### config.mk
export PLATFORM = sky130hd
export DESIGN_NAME = chip8_register_alu_top
export DESIGN_NICKNAME = d
export VERILOG_FILES = /design/src/hdl/c8alu_pkg.sv /design/src/hdl/chip8_register_alu_top.sv /design/src/hdl/c8alu_ram.sv /design/src/hdl/c8alu_exec.sv
export VERILOG_INCLUDE_DIRS = /design/src /design/src/hdl
export SDC_FILE = /design/constraint.sdc
export NUM_CORES = 1
export LEC_CHECK = 0
export BUFFER_PORTS_ARGS = -buffer_cell sky130_fd_sc_hd__buf_4
export CAP_MARGIN = 20
export CORE_MARGIN = 3
export CORE_UTILIZATION = 40
export DETAILED_ROUTE_END_ITERATION = 8
export SLEW_MARGIN = 20
export SYNTH_ARGS = -nofsm -noshare
export SYNTH_HDL_FRONTEND = slang
export SYNTH_SLANG_ARGS = --single-unit
### constraint.sdc
create_clock -name clk_i -period 4.67 [get_ports clk_i]
set_input_delay 0.7005 -clock clk_i [delete_from_list [all_inputs] [get_ports clk_i]]
set_output_delay 0.7005 -clock clk_i [all_outputs]
set_load 0.005 [all_outputs]
### src/hdl/chip8_register_alu_top_defines.svh
// assertion macros used by chip8_register_alu_top
`ifndef CHIP8_REGISTER_ALU_TOP_DEFINES_SVH
`define CHIP8_REGISTER_ALU_TOP_DEFINES_SVH

// checked outside reset only
`define C8ALU_ASSERT(name, prop, msg) \
  name: assert property (@(posedge clk_i) disable iff (!rst_ni) (prop)) else $error(msg);

// checked at every edge, reset included
`define C8ALU_ASSERT_ALWAYS(name, prop, msg) \
  name: assert property (@(posedge clk_i) (prop)) else $error(msg);

`endif

### src/hdl/c8alu_pkg.sv
package c8alu_pkg;

  localparam int RegAddrW = 4;
  localparam int RegDepth = 16;
  localparam int DataW    = 8;

  // register F holds the flag
  localparam logic [RegAddrW-1:0] FlagIdx = 4'hF;

  typedef enum logic [3:0] {
    CMD_LDI   = 4'd0,
    CMD_ADDI  = 4'd1,
    CMD_MOV   = 4'd2,
    CMD_OR    = 4'd3,
    CMD_AND   = 4'd4,
    CMD_XOR   = 4'd5,
    CMD_ADD   = 4'd6,
    CMD_SUB   = 4'd7,
    CMD_SUBN  = 4'd8,
    CMD_SHR   = 4'd9,
    CMD_SHL   = 4'd10,
    CMD_SEQ_I = 4'd11,
    CMD_SNE_I = 4'd12,
    CMD_SEQ_Y = 4'd13,
    CMD_SNE_Y = 4'd14
  } cmd_e;

  typedef struct packed {
    logic [3:0]          cmd;
    logic [RegAddrW-1:0] x_index;
    logic [RegAddrW-1:0] y_index;
    logic [DataW-1:0]    immediate;
  } in_t;

  typedef struct packed {
    logic             skip;
    logic [DataW-1:0] x_value;
    logic [DataW-1:0] flag_value;
  } out_t;

  // what one operation writes back
  typedef struct packed {
    logic             skip;
    logic             x_we;
    logic [DataW-1:0] x_data;
    logic             f_we;
    logic [DataW-1:0] f_data;
  } exec_t;

endpackage

### src/hdl/chip8_register_alu_top.sv
// path: each operation is registered in stage 1, then in the output register, before out_valid_o
// throughput: one operation per cycle unless out_stall_i holds the output, limited by the
//   single register file write port (registers 0 to 14 live in the ram, the flag in a flop)
// reset: all registers read as zero, pipeline empty, no result pending;
//   per-entry valid bits stand in for clearing the ram
`include "chip8_register_alu_top_defines.svh"

module chip8_register_alu_top import c8alu_pkg::*; (
  input  logic clk_i,
  input  logic rst_ni,
  input  logic in_valid_i,
  output logic in_stall_o,
  input  in_t  in_data_i,
  output logic out_valid_o,
  input  logic out_stall_i,
  output out_t out_data_o
);

  // registered copy of the last ram write, kept for forwarding
  typedef struct packed {
    logic                valid;
    logic [RegAddrW-1:0] addr;
    logic [DataW-1:0]    data;
  } fwd_t;

  // stage 1: ram read data arrives for the item held here
  logic s1_valid_q;
  in_t  s1_data_q;
  logic s1_adv;
  logic s1_hold;

  // output register
  logic out_valid_q;
  out_t out_data_q;
  logic out_ready;

  // flag register and valid bits of the ram entries
  logic [DataW-1:0]    f_q;
  logic [RegDepth-1:0] vld_q;
  logic                x_vld_q;
  logic                y_vld_q;

  fwd_t fwd_q;

  logic [RegAddrW-1:0] raddr_x;
  logic [RegAddrW-1:0] raddr_y;
  logic [DataW-1:0]    ram_x;
  logic [DataW-1:0]    ram_y;
  logic                ram_we;

  logic [DataW-1:0] vx;
  logic [DataW-1:0] vy;
  logic [DataW-1:0] f_next;
  logic [DataW-1:0] x_after;
  logic             x_is_f;
  exec_t            res;

  // handshake: stage 1 moves on whenever the output register can take it
  assign out_ready  = !out_valid_q || !out_stall_i;
  assign s1_adv     = s1_valid_q && out_ready;
  assign s1_hold    = s1_valid_q && !out_ready;
  assign in_stall_o = s1_hold;

  // while stage 1 holds, read its own registers again so that the data stays current
  assign raddr_x = s1_hold ? s1_data_q.x_index : in_data_i.x_index;
  assign raddr_y = s1_hold ? s1_data_q.y_index : in_data_i.y_index;

  c8alu_ram #(
    .Width(DataW),
    .Depth(RegDepth)
  ) u_regs (
    .clk_i    (clk_i),
    .we_i     (ram_we),
    .waddr_i  (s1_data_q.x_index),
    .wdata_i  (res.x_data),
    .raddr_a_i(raddr_x),
    .rdata_a_o(ram_x),
    .raddr_b_i(raddr_y),
    .rdata_b_o(ram_y)
  );

  // operand select: flag flop, then forwarded write, then ram (zero if never written)
  always_comb begin
    if (s1_data_q.x_index == FlagIdx) begin
      vx = f_q;
    end else if (fwd_q.valid && fwd_q.addr == s1_data_q.x_index) begin
      vx = fwd_q.data;
    end else begin
      vx = x_vld_q ? ram_x : '0;
    end
    if (s1_data_q.y_index == FlagIdx) begin
      vy = f_q;
    end else if (fwd_q.valid && fwd_q.addr == s1_data_q.y_index) begin
      vy = fwd_q.data;
    end else begin
      vy = y_vld_q ? ram_y : '0;
    end
  end

  assign x_is_f = (s1_data_q.x_index == FlagIdx);

  c8alu_exec u_exec (
    .cmd_i   (s1_data_q.cmd),
    .x_is_f_i(x_is_f),
    .vx_i    (vx),
    .vy_i    (vy),
    .imm_i   (s1_data_q.immediate),
    .res_o   (res)
  );

  assign ram_we  = s1_adv && res.x_we;
  assign f_next  = res.f_we ? res.f_data : f_q;
  assign x_after = x_is_f ? f_next : (res.x_we ? res.x_data : vx);

  // control state
  always_ff @(posedge clk_i or negedge rst_ni) begin
    if (!rst_ni) begin
      s1_valid_q  <= 1'b0;
      out_valid_q <= 1'b0;
      f_q         <= '0;
      vld_q       <= '0;
      fwd_q       <= '0;
    end else begin
      if (!s1_hold) begin
        s1_valid_q <= in_valid_i;
      end
      if (out_ready) begin
        out_valid_q <= s1_valid_q;
      end
      if (s1_adv && res.f_we) begin
        f_q <= res.f_data;
      end
      if (ram_we) begin
        vld_q[s1_data_q.x_index] <= 1'b1;
      end
      fwd_q.valid <= ram_we;
      fwd_q.addr  <= s1_data_q.x_index;
      fwd_q.data  <= res.x_data;
    end
  end

  // payload, no reset needed
  always_ff @(posedge clk_i) begin
    if (!s1_hold) begin
      s1_data_q <= in_data_i;
    end
    // valid bits sampled with the ram read, same timing
    x_vld_q <= vld_q[raddr_x];
    y_vld_q <= vld_q[raddr_y];
    if (s1_adv) begin
      out_data_q.skip       <= res.skip;
      out_data_q.x_value    <= x_after;
      out_data_q.flag_value <= f_next;
    end
  end

  assign out_valid_o = out_valid_q;
  assign out_data_o  = out_data_q;

  // the flag never lands in the ram
  `C8ALU_ASSERT_ALWAYS(a_no_flag_in_ram, !ram_we || s1_data_q.x_index != FlagIdx, "flag written to ram")
  // a skip test writes nothing back
  `C8ALU_ASSERT(a_skip_no_write, !res.skip || (!res.x_we && !res.f_we), "skip op writes registers")
  // forwarding only right after a ram write
  `C8ALU_ASSERT(a_fwd_after_write, fwd_q.valid |-> $past(ram_we), "stale forwarding entry")
  // a retired operation always produces a pending result
  `C8ALU_ASSERT(a_adv_gives_result, s1_adv |=> out_valid_q, "retired op lost")

endmodule

### src/hdl/c8alu_ram.sv
module c8alu_ram #(
  parameter int Width = 8,
  parameter int Depth = 16,
  localparam int AddrW = $clog2(Depth)
) (
  input  logic             clk_i,
  input  logic             we_i,
  input  logic [AddrW-1:0] waddr_i,
  input  logic [Width-1:0] wdata_i,
  input  logic [AddrW-1:0] raddr_a_i,
  output logic [Width-1:0] rdata_a_o,
  input  logic [AddrW-1:0] raddr_b_i,
  output logic [Width-1:0] rdata_b_o
);

  logic [Width-1:0] mem_q [Depth];
  logic [Width-1:0] rdata_a_q;
  logic [Width-1:0] rdata_b_q;

  // read returns the old contents on a same-address write
  always_ff @(posedge clk_i) begin
    if (we_i) begin
      mem_q[waddr_i] <= wdata_i;
    end
    rdata_a_q <= mem_q[raddr_a_i];
    rdata_b_q <= mem_q[raddr_b_i];
  end

  assign rdata_a_o = rdata_a_q;
  assign rdata_b_o = rdata_b_q;

endmodule

### src/hdl/c8alu_exec.sv
module c8alu_exec import c8alu_pkg::*; (
  input  logic [3:0]       cmd_i,
  input  logic             x_is_f_i,
  input  logic [DataW-1:0] vx_i,
  input  logic [DataW-1:0] vy_i,
  input  logic [DataW-1:0] imm_i,
  output exec_t            res_o
);

  logic [DataW-1:0] x_res;
  logic             x_wr;
  logic             flg;
  logic             flg_wr;
  logic             flag_wins;
  logic             skip;
  logic [DataW:0]   sum;

  always_comb begin
    sum       = {1'b0, vx_i} + {1'b0, vy_i};
    x_res     = vx_i;
    x_wr      = 1'b0;
    flg       = 1'b0;
    flg_wr    = 1'b0;
    flag_wins = 1'b0;
    skip      = 1'b0;
    unique case (cmd_e'(cmd_i))
      CMD_LDI: begin
        x_res = imm_i;
        x_wr  = 1'b1;
      end
      CMD_ADDI: begin
        x_res = vx_i + imm_i;
        x_wr  = 1'b1;
      end
      CMD_MOV: begin
        x_res = vy_i;
        x_wr  = 1'b1;
      end
      CMD_OR: begin
        x_res = vx_i | vy_i;
        x_wr  = 1'b1;
      end
      CMD_AND: begin
        x_res = vx_i & vy_i;
        x_wr  = 1'b1;
      end
      CMD_XOR: begin
        x_res = vx_i ^ vy_i;
        x_wr  = 1'b1;
      end
      CMD_ADD: begin
        x_res  = sum[DataW-1:0];
        x_wr   = 1'b1;
        flg    = sum[DataW];
        flg_wr = 1'b1;
      end
      CMD_SUB: begin
        x_res  = vx_i - vy_i;
        x_wr   = 1'b1;
        flg    = (vx_i >= vy_i);
        flg_wr = 1'b1;
      end
      CMD_SUBN: begin
        x_res  = vy_i - vx_i;
        x_wr   = 1'b1;
        flg    = (vy_i >= vx_i);
        flg_wr = 1'b1;
      end
      CMD_SHR: begin
        x_res     = {1'b0, vx_i[DataW-1:1]};
        x_wr      = 1'b1;
        flg       = vx_i[0];
        flg_wr    = 1'b1;
        flag_wins = 1'b1;
      end
      CMD_SHL: begin
        x_res     = {vx_i[DataW-2:0], 1'b0};
        x_wr      = 1'b1;
        flg       = vx_i[DataW-1];
        flg_wr    = 1'b1;
        flag_wins = 1'b1;
      end
      CMD_SEQ_I: skip = (vx_i == imm_i);
      CMD_SNE_I: skip = (vx_i != imm_i);
      CMD_SEQ_Y: skip = (vx_i == vy_i);
      CMD_SNE_Y: skip = (vx_i != vy_i);
      default: begin
      end
    endcase

    res_o.skip   = skip;
    res_o.x_data = x_res;
    if (x_is_f_i) begin
      // destination is the flag register itself
      res_o.x_we   = 1'b0;
      res_o.f_we   = x_wr | flg_wr;
      res_o.f_data = (flg_wr && (flag_wins || !x_wr)) ? {{(DataW-1){1'b0}}, flg} : x_res;
    end else begin
      res_o.x_we   = x_wr;
      res_o.f_we   = flg_wr;
      res_o.f_data = {{(DataW-1){1'b0}}, flg};
    end
  end

endmodule
== Word level (Yosys, flattened, before mapping) ==
Memory sizes are Yosys's and may differ from the RTL's. A register that Yosys moved wholly into a read port is not among the register bits.
Cells that the tools add are included.
W data, S select, Z words.

* Bits in registers: 78
* Latch bits: 0
* Bits in writable memories: 128
* ROM bits: 0
* Bits of input ports: 24
* Output and inout bits: 19
* Word-level logic and storage cells: 100
* Memories kept: 1

* Add/sub/neg operators: 4
* Multipliers: 0
* Div/mod/pow operators: 0
* $lt $le $gt $ge: 6
* Eq/ne operators: 22
* Shift operators: 0
* Mux-type cells: 28
* Bitwise operators: 5
* Reductions and logical operators: 18

{| class="wikitable"
|+ Memory list
! memory !! depth !! width !! read ports !! clocked after Yosys merged registers in !! wr ports !! line !! RTL
|-
| u_regs.mem_q || 16 || 8 || 2 || 2 || 1 || c8alu_ram.sv:16 || <nowiki>logic [Width-1:0] mem_q [Depth];</nowiki>
|}

{| class="wikitable"
|+ Operators with widths
! kind !! count
|-
| $pmux W8 S11 || 1
|-
| $mux W8 || 10
|-
| $eq A4 B4 Y1 const B || 9
|-
| $eq A4 B3 Y1 const B || 4
|-
| $eq A8 B8 Y1 || 2
|-
| $ge A8 B8 Y1 || 2
|-
| $ne A8 B8 Y1 || 2
|-
| $or A16 B16 Y16 || 1
|-
| $sub A8 B8 Y8 || 2
|-
| $lt A4 B5 Y1 const B || 3
|-
| $reduce_or A11 Y1 || 1
|-
| $add A8 B8 Y9 || 1
|-
| $mux W1 || 9
|-
| $mux W9 || 1
|-
| $add A8 B8 Y8 || 1
|-
| $and A8 B8 Y8 || 1
|-
| $bmux W1 S4 || 2
|-
| $eq A4 B2 Y1 const B || 2
|-
| $eq A4 B4 Y1 || 2
|-
| $logic_and A1 B1 Y1 || 8
|-
| $mux W4 || 2
|-
| $or A8 B8 Y8 || 1
|-
| $xor A8 B8 Y8 || 1
|-
| $pmux W1 S5 || 1
|-
| other kinds (10) || 14
|}

== Depth between registers and ports, before layout ==
Gate-level depths: netlist of run 1.

* Depth in word-level cells: 10
* Mapped depth: 17

== Modules after synthesis ==
A second synthesis of run 1 with hierarchy kept.

* Cells, all modules: 981
* Area total of the unflattened synthesis: 12807.3 µm²

{| class="wikitable"
|+ By module, submodules not included
! module !! times used !! cells each !! area each (µm²) !! seq. area each (µm²)
|-
| c8alu_ram || 1 || 307 || 6346.1 || 4164.0
|-
| chip8_register_alu_top || 1 || 298 || 3834.9 || 2127.0
|-
| c8alu_exec || 1 || 376 || 2626.3 || 0.0
|}

== Worst setup path before layout of run 1 ==
OpenSTA, ideal clock, no wires.

* Path kind: reg-to-reg
* Start: register s1_data_q[14] (netlist name)
* End: memory u_regs.mem_q[0][6] (data pin)
* Library setup time: 0.297 ns
* Arrival time: 3.645 ns
* Data required time: 4.373 ns
* Slack: 0.728 ns
* Stages on the path, launching flop included: 17
* Buffers on the path: 2
* Clock period less this slack: 3.942 ns
* Cells stage by stage: edfxtp_1 > buf_6 > xnor2_1 > and2_1 > buf_2 > nand3_1 > a31oi_1 > inv_1 > ha_1 > fa_1 > o21bai_1 > a21oi_1 > o31ai_1 > a22oi_1 > a21oi_1 > nor4_2 > a21oi_1

{| class="wikitable"
|+ RTL lines
! element !! line !! RTL
|-
| from (decl) || chip8_register_alu_top.sv:28 || <nowiki>in_t s1_data_q;</nowiki>
|-
| from (signal assigned) || chip8_register_alu_top.sv:145 || <nowiki>s1_data_q <= in_data_i;</nowiki>
|-
| to (decl) || c8alu_ram.sv:16 ||
|}

==> results of run 1 <==
## where the power goes
part	leakage [µW]	total (µW)	switching, µW	internal, µW
sequential	0.00217	2580	140	2440
combinational	0.00270	2160	1260	898
clock	0.000421	2000	812	1180
total	0.00529	6730	2210	4520
## kinds of logic (layout without fill, tap and decap cells)
family	after synthesis	count (layout)	share of synthesized area [%]
DFF	222	222	51.3
other	1	8	0.0306
and+or+nand+nor	253	253	10.4
AOI/OAI and AO/OA	213	213	11.7
muxes	110	110	16.6
xor gates and xnor gates	19	19	1.42
buffers and inverters	85	195	3.50
adders and majority gates	47	47	5.04
## worst max-delay path, delay by kind of cell (launching register included)
kind,cells,cell delay [ns]
AOI/OAI and AO/OA,6,1.17
and+or+nand+nor,3,0.90
adders and majority gates,2,0.72
buffers and inverters,4,0.61
DFF,1,0.41
xor gates and xnor gates,1,0.31
## cell usage after synthesis (5+ instances only)
cell type	n	area share [%]
a211oi_1	27	1.7
a21o_1	5	0.31
a21oi_1	56	2.3
a221oi_1	6	0.43
a31oi_1	13	0.66
and2_1	6	0.31
buf_2	15	0.61
buf_4	6	0.37
buf_6	9	0.83
clkbuf_1	18	0.55
dfrtp_1	39	8.0
dfxtp_1	18	2.9
edfxtp_1	165	40
ha_1	43	4.4
inv_1	34	1.0
mux2i_1	33	2.7
mux4_2	71	13
nand2_1	58	1.8
nand2b_1	17	0.87
nand3_1	16	0.65
nor2_1	63	1.9
nor2b_1	24	1.2
nor3_1	19	0.78
o211ai_1	12	0.73
o21ai_0	28	1.1
o21ai_1	8	0.33
o22ai_1	6	0.31
o31ai_1	7	0.43
or2_2	16	0.82
or3_1	5	0.26
xnor2_1	14	1.0
## state kept, by name, indices dropped and copies added (netlist names)
register          cells
u_regs.mem_q        128
s1_data_q            20
out_data_o           17
vld_q                16
fwd_q                13
f_q                   8
u_regs.rdata_a_o      8
u_regs.rdata_b_o      8
out_valid_o           1
s1_valid_q            1
x_vld_q               1
y_vld_q               1
## placed cells by master, fill, tap and decap left out, types with 17 or more instances in the layout
cell / instances
mux4_2: 71
nor3_1: 19
a211oi_1: 27
mux2i_1: 29
nor2b_1: 24
clkbuf_16: 28
dfxtp_1: 18
ha_1: 43
edfxtp_1: 165
a21oi_1: 56
dfrtp_1: 39
o21ai_0: 28
buf_4: 112
inv_1: 33
nand2b_1: 17
nor2_1: 62
nand2_1: 58
## area by class of cell
class	instances	share of cell area, %
clock buffers	34	5.19
clock inverters	12	0.795
inverters	35	0.943
multi-input cells	650	39.6
flip-flops and latches	222	43.9
well taps	390	3.41
repair buffers	114	6.15
## worst min-delay path by stage
| stage | from | endpoint | slack (ns) | depth (start not counted) |
|---|---|---|---|---|
| final | rst_ni | f_q[7]$_DFFE_PN0P_ | 0.14 | 1 |
| after global routing | rst_ni | f_q[7]$_DFFE_PN0P_ | 0.16 | 1 |
| after CTS | rst_ni | f_q[7]$_DFFE_PN0P_ | 0.14 | 1 |
| after detailed placement | vld_q[15]$_DFFE_PN0P_ | vld_q[15]$_DFFE_PN0P_ | 0.39 | 0 |
| after global placement | vld_q[15]$_DFFE_PN0P_ | vld_q[15]$_DFFE_PN0P_ | 0.38 | 0 |
| after floorplan | s1_data_q[15]$_DFFE_PN_ | fwd_q[11]$_DFF_PN0_ | 0.36 | 0 |
## layer usage
metal,track usage (%),vias to the layer above
met1,28.7,4269
met4,6.49,0
met5,0,-
met3,4.07,81
li1,-,3868
met2,33.8,329
## timing repair
action	in CTS	in global routing
gates resized for setup	1	8
endpoints found under the setup margin	16	41
pin swaps	0	1
buffers inserted	0	2
## metrics by stage
step                      std cells  hold slack [ns]
after global routing           1457            0.159
after global placement         1409            0.379
final                          1457            0.138
after floorplan                 957            0.356
after detailed placement       1409            0.387
after CTS                      1455            0.142
==> results.md, run 1 <==
- Final setup fails: 0
- Fin crit period: 4.35 ns
- Maximum clock rate: 230 MHz
- Die Height: 181 µm
- DR pass1 iterations: 6
- Unique cell type count in the Yosys netlist: 85
- WL/cell: 23.7 µm
- Multi-input gate area: 5670 µm²
- WL final: 34,600 µm
- Chip width: 181 µm
- HP Class: in -> async
- Nets: 1,119
- Vias in the first global route: 8,562
- Setup ws final: 0.317 ns
- Clk Tree Root Cell: clkbuf_16
- Final Power: 6730 µW
- Final core occ: 47.8%
- Final Hold Vio Count: 0
- Vias/cell: 5.87
- Core Area: 30,000 µm²
- PwrDens: 470 nW/µm²
- Initial Utilization: 40.9%
- DRT met1 WL: 14,500 µm
- Critical R2R Capture: u_regs.mem_q[15][4]$_DFFE_PP_
- Max Buffers Root-to-Sink: 3
- CP max FO: 17
- Rows: 63
- Finished Cell Area: 14,300 µm²
- Routed vias: 8,547
- Fill count: 2,722
- Post-synth EDFFs: 165
- Crit share post-route: 93.2%
- Sequential share of the synthesized area: 51.3%
- Slew @ Worst Pin: 0.948 ns
- Area growth syn-to-layout: 16.8%
- H-tree depth: 1
- Antenna Cells: 0
- Port bufs: 42
- Post-DP HPWL: 24,700 µm
- Met2 wire len: 16,500 µm
- Share of post-route cells with drive strength above 1: 25.6%
- Status: finished clean
- First-pass GRT wire length: 52,800 µm
- # hold bufs at CTS: 0
- Top layer in use: met4
- Post-Syn Area: 12,300 µm²
- Clk_skew: 0.0144 ns
- Async S/R FF share, synth: 17.6%
- Max-slew headroom: 35.6%
- RSZ-0062 raised after global routing: no
- Worst reg2reg path startpoint: fwd_q[8]$_DFF_PN0_
- TritonCTS clock tree: yes
- Reg clk slew, reported paths: 0.06 ns
- CTS Sinks: 222
- Initial antenna violation count: 0
- Critical path's largest stage delay: 0.47 ns
- Slowest CP cell: fa_1
- Setup TNS: 0 ns
- VDD IR-drop max: 0.000316 V
- Full die area: 32,800 µm²
- Startpoint types: flip-flop
- Cell count after synthesis: 950
- Remaining Overflow, GRT: 0
- Flops & latches, synth: 222
- Reg2Reg Depth: 16
- Req. time, crit path: 4.96 ns
- Clock Latency Late Sink: 0.54 ns
- End of the critical path: u_regs.mem_q[15][4]$_DFFE_PP_
- I/O pins: 43
- Storage element area: 6290 µm²
- Register-to-register setup slack: 0.32 ns
- Worst slack, placed: -0.0313 ns
- Max Cap Viol: 0
- Detailed Route Iter0 Violations: 878
- Number of remaining DRC errors: 0
- CTS Buf Count: 25
- Critical path class: reg -> reg
- Wire length on met3: 2420 µm
- Fin. max-slew vios: 0
- Largest net degree at the start of global routing: 40
- CP cell instances: xnor2_1 > and3_2 > nand3_1 > a31oi_4 > inv_1 > ha_1 > fa_1 > o21bai_1 > a21oi_1 > a221oi_1 > a31oi_1 > nor4_1 > buf_4 > a21o_1 > clkinvlp_4 > buf_12
- Leakage dissipation: 0.00529 µW
- Yosys warns: 0
- Worst Setup SP: fwd_q[8]$_DFF_PN0_
- CP Capture Type: flip-flop
- Commonest register cell after synthesis: edfxtp_1
- Final Wtd Congestion: 0.966
- Critical Path AT: 4.64 ns
- Placed cell area: 13,400 µm²
- GRT Total Usage: 20.9%
- Antenna viol nets, final: 0
- Avg Cell Area, Syn: 12.9 µm²
No activity file was read; power rests on OpenSTA's default activity.
==> inputs of run 2 (changes only) <==
--- a/config.mk
+++ b/config.mk
@@ -6,11 +6,13 @@
 export SDC_FILE = /design/constraint.sdc
 export NUM_CORES = 1
 export LEC_CHECK = 0
+export ABC_AREA = 1
 export BUFFER_PORTS_ARGS = -buffer_cell sky130_fd_sc_hd__buf_4
 export CAP_MARGIN = 20
 export CORE_MARGIN = 3
 export CORE_UTILIZATION = 40
 export DETAILED_ROUTE_END_ITERATION = 8
+export GPL_TIMING_DRIVEN = 0
 export SLEW_MARGIN = 20
 export SYNTH_ARGS = -nofsm -noshare
 export SYNTH_HDL_FRONTEND = slang
==> run 2 against run 1 <==
Compared with the run above: utilization down 1.0 points; fmax rose by 0.11%; clock skew up 0.027 ns; count of clock-buffer cells in the layout shrank 5; combinational power is 8% lower; non-clock buffer count fell by 7; synthesized cell count is 48% higher; critical endpoint is now out_data_o[7]$_DFFE_PP_; via count rose by 32%; flip-flop and latch count did not move.
==> results.md, run 2 <==
- Status: finished clean
- Startpoint types: flip-flop
- WL/cell: 25.1 µm
- Switching pwr: 2390 µW
- Setup ws final: 0.322 ns
- Nets: 1,562
- RSZ-0062 raised after global routing: no
- Int Pwr: 4230 µW
- H-tree depth: 1
- Area growth syn-to-layout: 15.0%
- Final setup fails: 0
- Clk Tree Root Cell: clkbuf_16
- Final core occ: 46.8%
- Post-synth EDFFs: 165
- Sequential share of the synthesized area: 50.4%
- # hold bufs at CTS: 0
- Vias in the first global route: 10,925
- Leakage dissipation: 0.00586 µW
- Most flops, register: u_regs.mem_q
- I/O pins: 43
- Async S/R FF share, synth: 17.6%
- Full die area: 33,400 µm²
- Core Area: 30,700 µm²
- Initial antenna violation count: 1
- PwrDens: 461 nW/µm²
- Die Height: 183 µm
- Number of remaining DRC errors: 0
- Yosys top cell by area: edfxtp_1
- Max-slew headroom: 21.4%
- Setup TNS: 0 ns
- Initial Utilization: 40.7%
- Clk_skew: 0.0415 ns
- Flops & latches, synth: 222
- Most common cell in the netlist: nand2_1
- Clock power share: 32.1%
- Unique cell type count in the Yosys netlist: 53
- Most common cell after layout, fill and taps aside: nand2_1
- Synth top area share: 39.7%
- Port bufs: 42
- Detailed Route Iter0 Violations: 1,415
- Critical path class: reg -> reg
- Combinational power share: 29.9%
- Reg power frac: 38.0%
- VDD IR-drop max: 0.000298 V
- Placed cells: 1,856
- Synth area leaders: edfxtp_1 40%, dfrtp_1 7.8%, nand2_1 7.2%
- Final Wtd Congestion: 0.982
- Rows: 64
- Max Cap Viol: 0
- Slew @ Worst Pin: 1.18 ns
- Max Buffers Root-to-Sink: 3
- TritonCTS clock tree: yes
- Cell count after synthesis: 1,410
- Req. time, crit path: 4.95 ns
- Vias/cell: 5.90
- Share of post-route cells with drive strength above 1: 13.9%
- CTS Buf Count: 26
- Chip width: 183 µm
- CTS Sinks: 222
- Routed vias: 11,256
- Fin crit period: 4.35 ns
- HP Class: in -> async
- Maximum clock rate: 230 MHz
- Most frequent cells in the layout: 239 x nand2_1, 171 x o21ai_0, 165 x edfxtp_1
- Crit share post-route: 93.1%
- Commonest register cell after synthesis: edfxtp_1
- Final Power: 6620 µW
- Largest register FFs: 128
- Avg Cell Area, Syn: 8.85 µm²
- GRT Total Usage: 28.1%
- WL final: 47,900 µm
- Critical Path AT: 4.63 ns
- Post-DP HPWL: 34,100 µm
- Switching part of the total: 36.1%
- Antenna viol nets, final: 0
- Worst slack, placed: -0.196 ns
- Largest net degree at the start of global routing: 40
- Post-synth top cells: 240 x nand2_1, 172 x o21ai_0, 165 x edfxtp_1, 139 x nor2_1, 125 x inv_1
- Reg clk slew, reported paths: 0.06 ns
- CP Capture Type: flip-flop
- DR pass1 iterations: 6
- Post-Syn Area: 12,500 µm²
- Clock Latency Late Sink: 0.56 ns
- Final Hold Vio Count: 0
- Yosys warns: 0
- Post-route insts no fill: 1,908
- Remaining Overflow, GRT: 0
- CP max FO: 10
- First-pass GRT wire length: 69,600 µm
- Fin. max-slew vios: 0
## run 2: stage by stage
stage / instance area (µm²) / hold WS (ns)
2_1_floorplan: 12500 / 0.405
3_3_place_gp: 13300 / 0.442
3_5_place_dp: 13400 / 0.451
4_1_cts: 14300 / 0.173
5_1_grt: 14400 / 0.175
6_report: 14400 / 0.146
## run 2: cell type report
class / instances / area [µm²]
Fill cell: 3002 / 16300
Sequential cell: 222 / 6290
Multi-Input combinational cell: 975 / 5430
Clock buffer: 29 / 672
Inverter: 159 / 601
Tap cell: 396 / 495
Timing Repair Buffer: 45 / 354
Buffer: 62 / 290
Clock inverter: 19 / 224
Antenna cell: 1 / 2.50
## run 2: critical path, stage by stage, from the launching register on
cell,delay [ns]
edfxtp_1,0.49
nand2_2,0.23
nor2_4,0.10
inv_2,0.15
buf_2,0.33
o211ai_2,0.19
nand2_1,0.20
inv_1,0.17
ha_1,0.31
buf_2,0.21
inv_1,0.15
o21ai_0,0.28
a31oi_1,0.15
a21oi_1,0.15
nor2_1,0.10
nor3_4,0.40
nand3_4,0.26
nand3_1,0.15
nand2_1,0.06
## run 2: metal layers
metal  up-vias  share of wire [%]  global-route usage [%]
met5         -                  0                       0
met4         0                5.1                    13.8
met3       139                8.4                    4.46
met2       625                 46                    45.3
met1      5389                 41                    36.9
li1       5103                  -                       -
## run 2: path summary, 6_finish.rpt
| kind | slack, ns | endpoint | start | cells after the start |
|---|---|---|---|---|
| max | 0.32 | out_data_o[7]$_DFFE_PP_ | s1_data_q[15]$_DFFE_PN_ | 18 |
| min | 0.15 | f_q[1]$_DFFE_PN0P_ | rst_ni | 1 |
| max reg2reg | 0.32 | out_data_o[7]$_DFFE_PP_ | s1_data_q[15]$_DFFE_PN_ | 18 |
| min reg2reg | 0.46 | vld_q[15]$_DFFE_PN0P_ | vld_q[15]$_DFFE_PN0P_ | 1 |
| max in group asynchronous | 4.07 | s1_valid_q$_DFFE_PN0N_ | rst_ni | 1 |
| min in group clk_i | 0.35 | s1_data_q[5]$_DFFE_PN_ | in_data_i[5] | 1 |
## run 2: what timing repair did
item                                   in CTS  in global routing
setup buffers                               0                  1
setup endpoints to repair                  20                 90
endpoints found under the hold margin       0                  0
cloned                                      0                  1
resized for setup                           1                 10
pin swaps                                   0                  1
## run 2: logic make-up (layout without fill, tap and decap cells)
logic type	count (synthesis)	count (layout)	synth area share (%)
XOR/XNOR	1	1	0.0702
flip-flops	222	222	50.4
adder cells (fa/ha/maj)	47	47	4.95
other	1	9	0.0300
AND/OR/NAND/NOR	526	527	18.3
buffers and inverters	221	314	7.11
AO/OA/AOI/OAI	392	392	19.2
## run 2: power by group through the flow
stage	Combinational (µW)	Clock, µW	Sequential [µW]
global route	2150	2230	2530
detailed placement	1870	0	2550
CTS	1880	2150	2510
global placement	1850	0	2550
finish	1980	2120	2520
floorplan	1170	0	2520
==> inputs of run 3 (changes only) <==
--- a/config.mk
+++ b/config.mk
@@ -9,10 +9,13 @@
 export ABC_AREA = 1
 export BUFFER_PORTS_ARGS = -buffer_cell sky130_fd_sc_hd__buf_4
 export CAP_MARGIN = 20
+export CELL_PAD_IN_SITES_DETAIL_PLACEMENT = 1
+export CELL_PAD_IN_SITES_GLOBAL_PLACEMENT = 2
 export CORE_MARGIN = 3
 export CORE_UTILIZATION = 40
 export DETAILED_ROUTE_END_ITERATION = 8
-export GPL_TIMING_DRIVEN = 0
+export GPL_TIMING_DRIVEN = 1
+export PLACE_DENSITY_LB_ADDON = 0.1
 export SLEW_MARGIN = 20
 export SYNTH_ARGS = -nofsm -noshare
 export SYNTH_HDL_FRONTEND = slang
==> run 3 against run 2 <==
Compared with the run above: fmax increased by 2.3%; cell count shrank 0.73%; sequential power about the same; clock power is 12% higher; largest power group unchanged.
==> results.md, run 3 (synthesis results as in run 2) <==
- Status: finished clean
- Setup ws final: 0.418 ns
- Largest net degree at the start of global routing: 73
- Fill count: 3,554
- Initial Utilization: 40.7%
- Finished Cell Area: 14,500 µm²
- Share of post-route cells with drive strength above 1: 14.2%
- Port bufs: 42
- Core Area: 30,700 µm²
- Initial antenna violation count: 1
- Routed vias: 10,893
- Full die area: 33,400 µm²
- Post-DP HPWL: 31,500 µm
- Max Cap Viol: 0
- Clk Tree Root Cell: clkbuf_16
- Final Hold Vio Count: 0
- Max Buffers Root-to-Sink: 3
- Worst slack, placed: 0.306 ns
- Delay-heaviest family, CP: simple AND/OR/NAND/NOR gates
- Fin crit period: 4.25 ns
- Number of remaining DRC errors: 0
- Multi-input gate area: 5350 µm²
- Critical Path AT: 4.52 ns
- Detailed Route Iter0 Violations: 925
- CP Capture Type: flip-flop
- Final setup fails: 0
- HP Class: in -> async
- Slew @ Worst Pin: 0.849 ns
- CTS Buf Count: 28
- RSZ-0062 raised after global routing: no
- Vias/cell: 5.75
- WL/cell: 24.0 µm
- Rows: 64
- Antenna Cells: 0
- GRT Total Usage: 27.1%
- Total setup buffers inserted after CTS: 0
- Leakage dissipation: 0.00600 µW
- Final Wtd Congestion: 0.867
- Req. time, crit path: 4.94 ns
- Clock Latency Late Sink: 0.57 ns
- DR pass1 iterations: 5
- First-pass GRT wire length: 69,000 µm
- Most flops, register: u_regs.mem_q
- Startpoint types: flip-flop
- Die Height: 183 µm
- TritonCTS clock tree: yes
- Placed cells: 1,842
- H-tree depth: 1
- Fin. max-slew vios: 0
- Vias in the first global route: 11,186
- Setup TNS: 0 ns
- Buf+Inv Stages, Crit Path: 4
- Slowest CP cell: ha_1
- Remaining Overflow, GRT: 0
- Chip width: 183 µm
- CP cell instances: inv_1 > nand2_1 > nand2_1 > nor2_1 > nand3_2 > nand3_1 > o211ai_1 > nand2_1 > inv_1 > ha_1 > inv_1 > nand2_1 > nand2_1 > a21oi_1 > nand2_1 > o21ai_0 > nand2_1 > nor3_1 > nand3_1 > buf_4
- CP max FO: 16
- Critical path's largest stage delay: 0.47 ns
- Critical path class: reg -> reg
- Placed cell area: 13,400 µm²
- Reg clk slew, reported paths: 0.06 ns
- WL final: 45,500 µm
- VDD IR-drop max: 0.000329 V
- CTS Sinks: 222
- Most frequent cells in the layout: 240 x nand2_1, 172 x o21ai_0, 165 x edfxtp_1
- Final Power: 6780 µW
- Largest register FFs: 128
- Maximum clock rate: 235 MHz
- I/O pins: 43
- Max-slew headroom: 43.3%
- Area growth syn-to-layout: 16.0%
- Storage element area: 6290 µm²
- CP most frequent cell: nand2_1
- Clk_skew: 0.0280 ns
- PwrDens: 469 nW/µm²
- Most common cell after layout, fill and taps aside: nand2_1
- Post-route insts no fill: 1,894
- Nets: 1,547
- Antenna viol nets, final: 0
- Crit share post-route: 91.0%
## run 3: final timing paths
path	from	end	slack, ns	cells past startpoint
max	fwd_q[9]$_DFF_PN0_	u_regs.mem_q[10][7]$_DFFE_PP_	0.42	20
min	rst_ni	vld_q[0]$_DFFE_PN0P_	0.11	1
max reg2reg	fwd_q[9]$_DFF_PN0_	u_regs.mem_q[10][7]$_DFFE_PP_	0.42	20
min reg2reg	vld_q[15]$_DFFE_PN0P_	vld_q[15]$_DFFE_PN0P_	0.38	0
max in group asynchronous	rst_ni	fwd_q[2]$_DFF_PN0_	4.15	1
min in group clk_i	in_data_i[3]	s1_data_q[3]$_DFFE_PN_	0.31	1
## run 3: repair_timing
item | 4_1_cts | 5_1_grt
gates resized for setup | 0 | 2
endpoints found under the setup margin | 0 | 24
endpoints found under the hold margin | 0 | 0
hold buffers | 0 | 0
## run 3: report_power, final
group	internal [µW]	switching (µW)	leakage, µW
Combinational	550	1330	0.00335
Clock	1500	875	0.000490
Sequential	2430	106	0.00217
## run 3: area by class of cell
type                    count  area share [%]
inverters                 159            4.12
clock buffers              38            5.38
flip-flops and latches    222            43.4
repair buffers             91            4.98
well taps                 396            3.42
clock inverters            14            1.68
multi-input cells         974            37.0
## run 3: routing by layer
layer,global-route usage [%],share of wire (%),up-vias
met4,5.88,2.0,0
met5,0,0,-
li1,-,-,5062
met2,42.8,45,333
met1,40.5,48,5438
met3,2.87,5.3,60
## run 3: through the flow
stage | hold slack (ns) | util, %
floorplan | 0.405 | -
global placement | 0.367 | 43.8
detailed placement | 0.375 | 43.8
CTS | 0.115 | 47.2
global route | 0.128 | 47.2
finish | 0.107 | 47.2
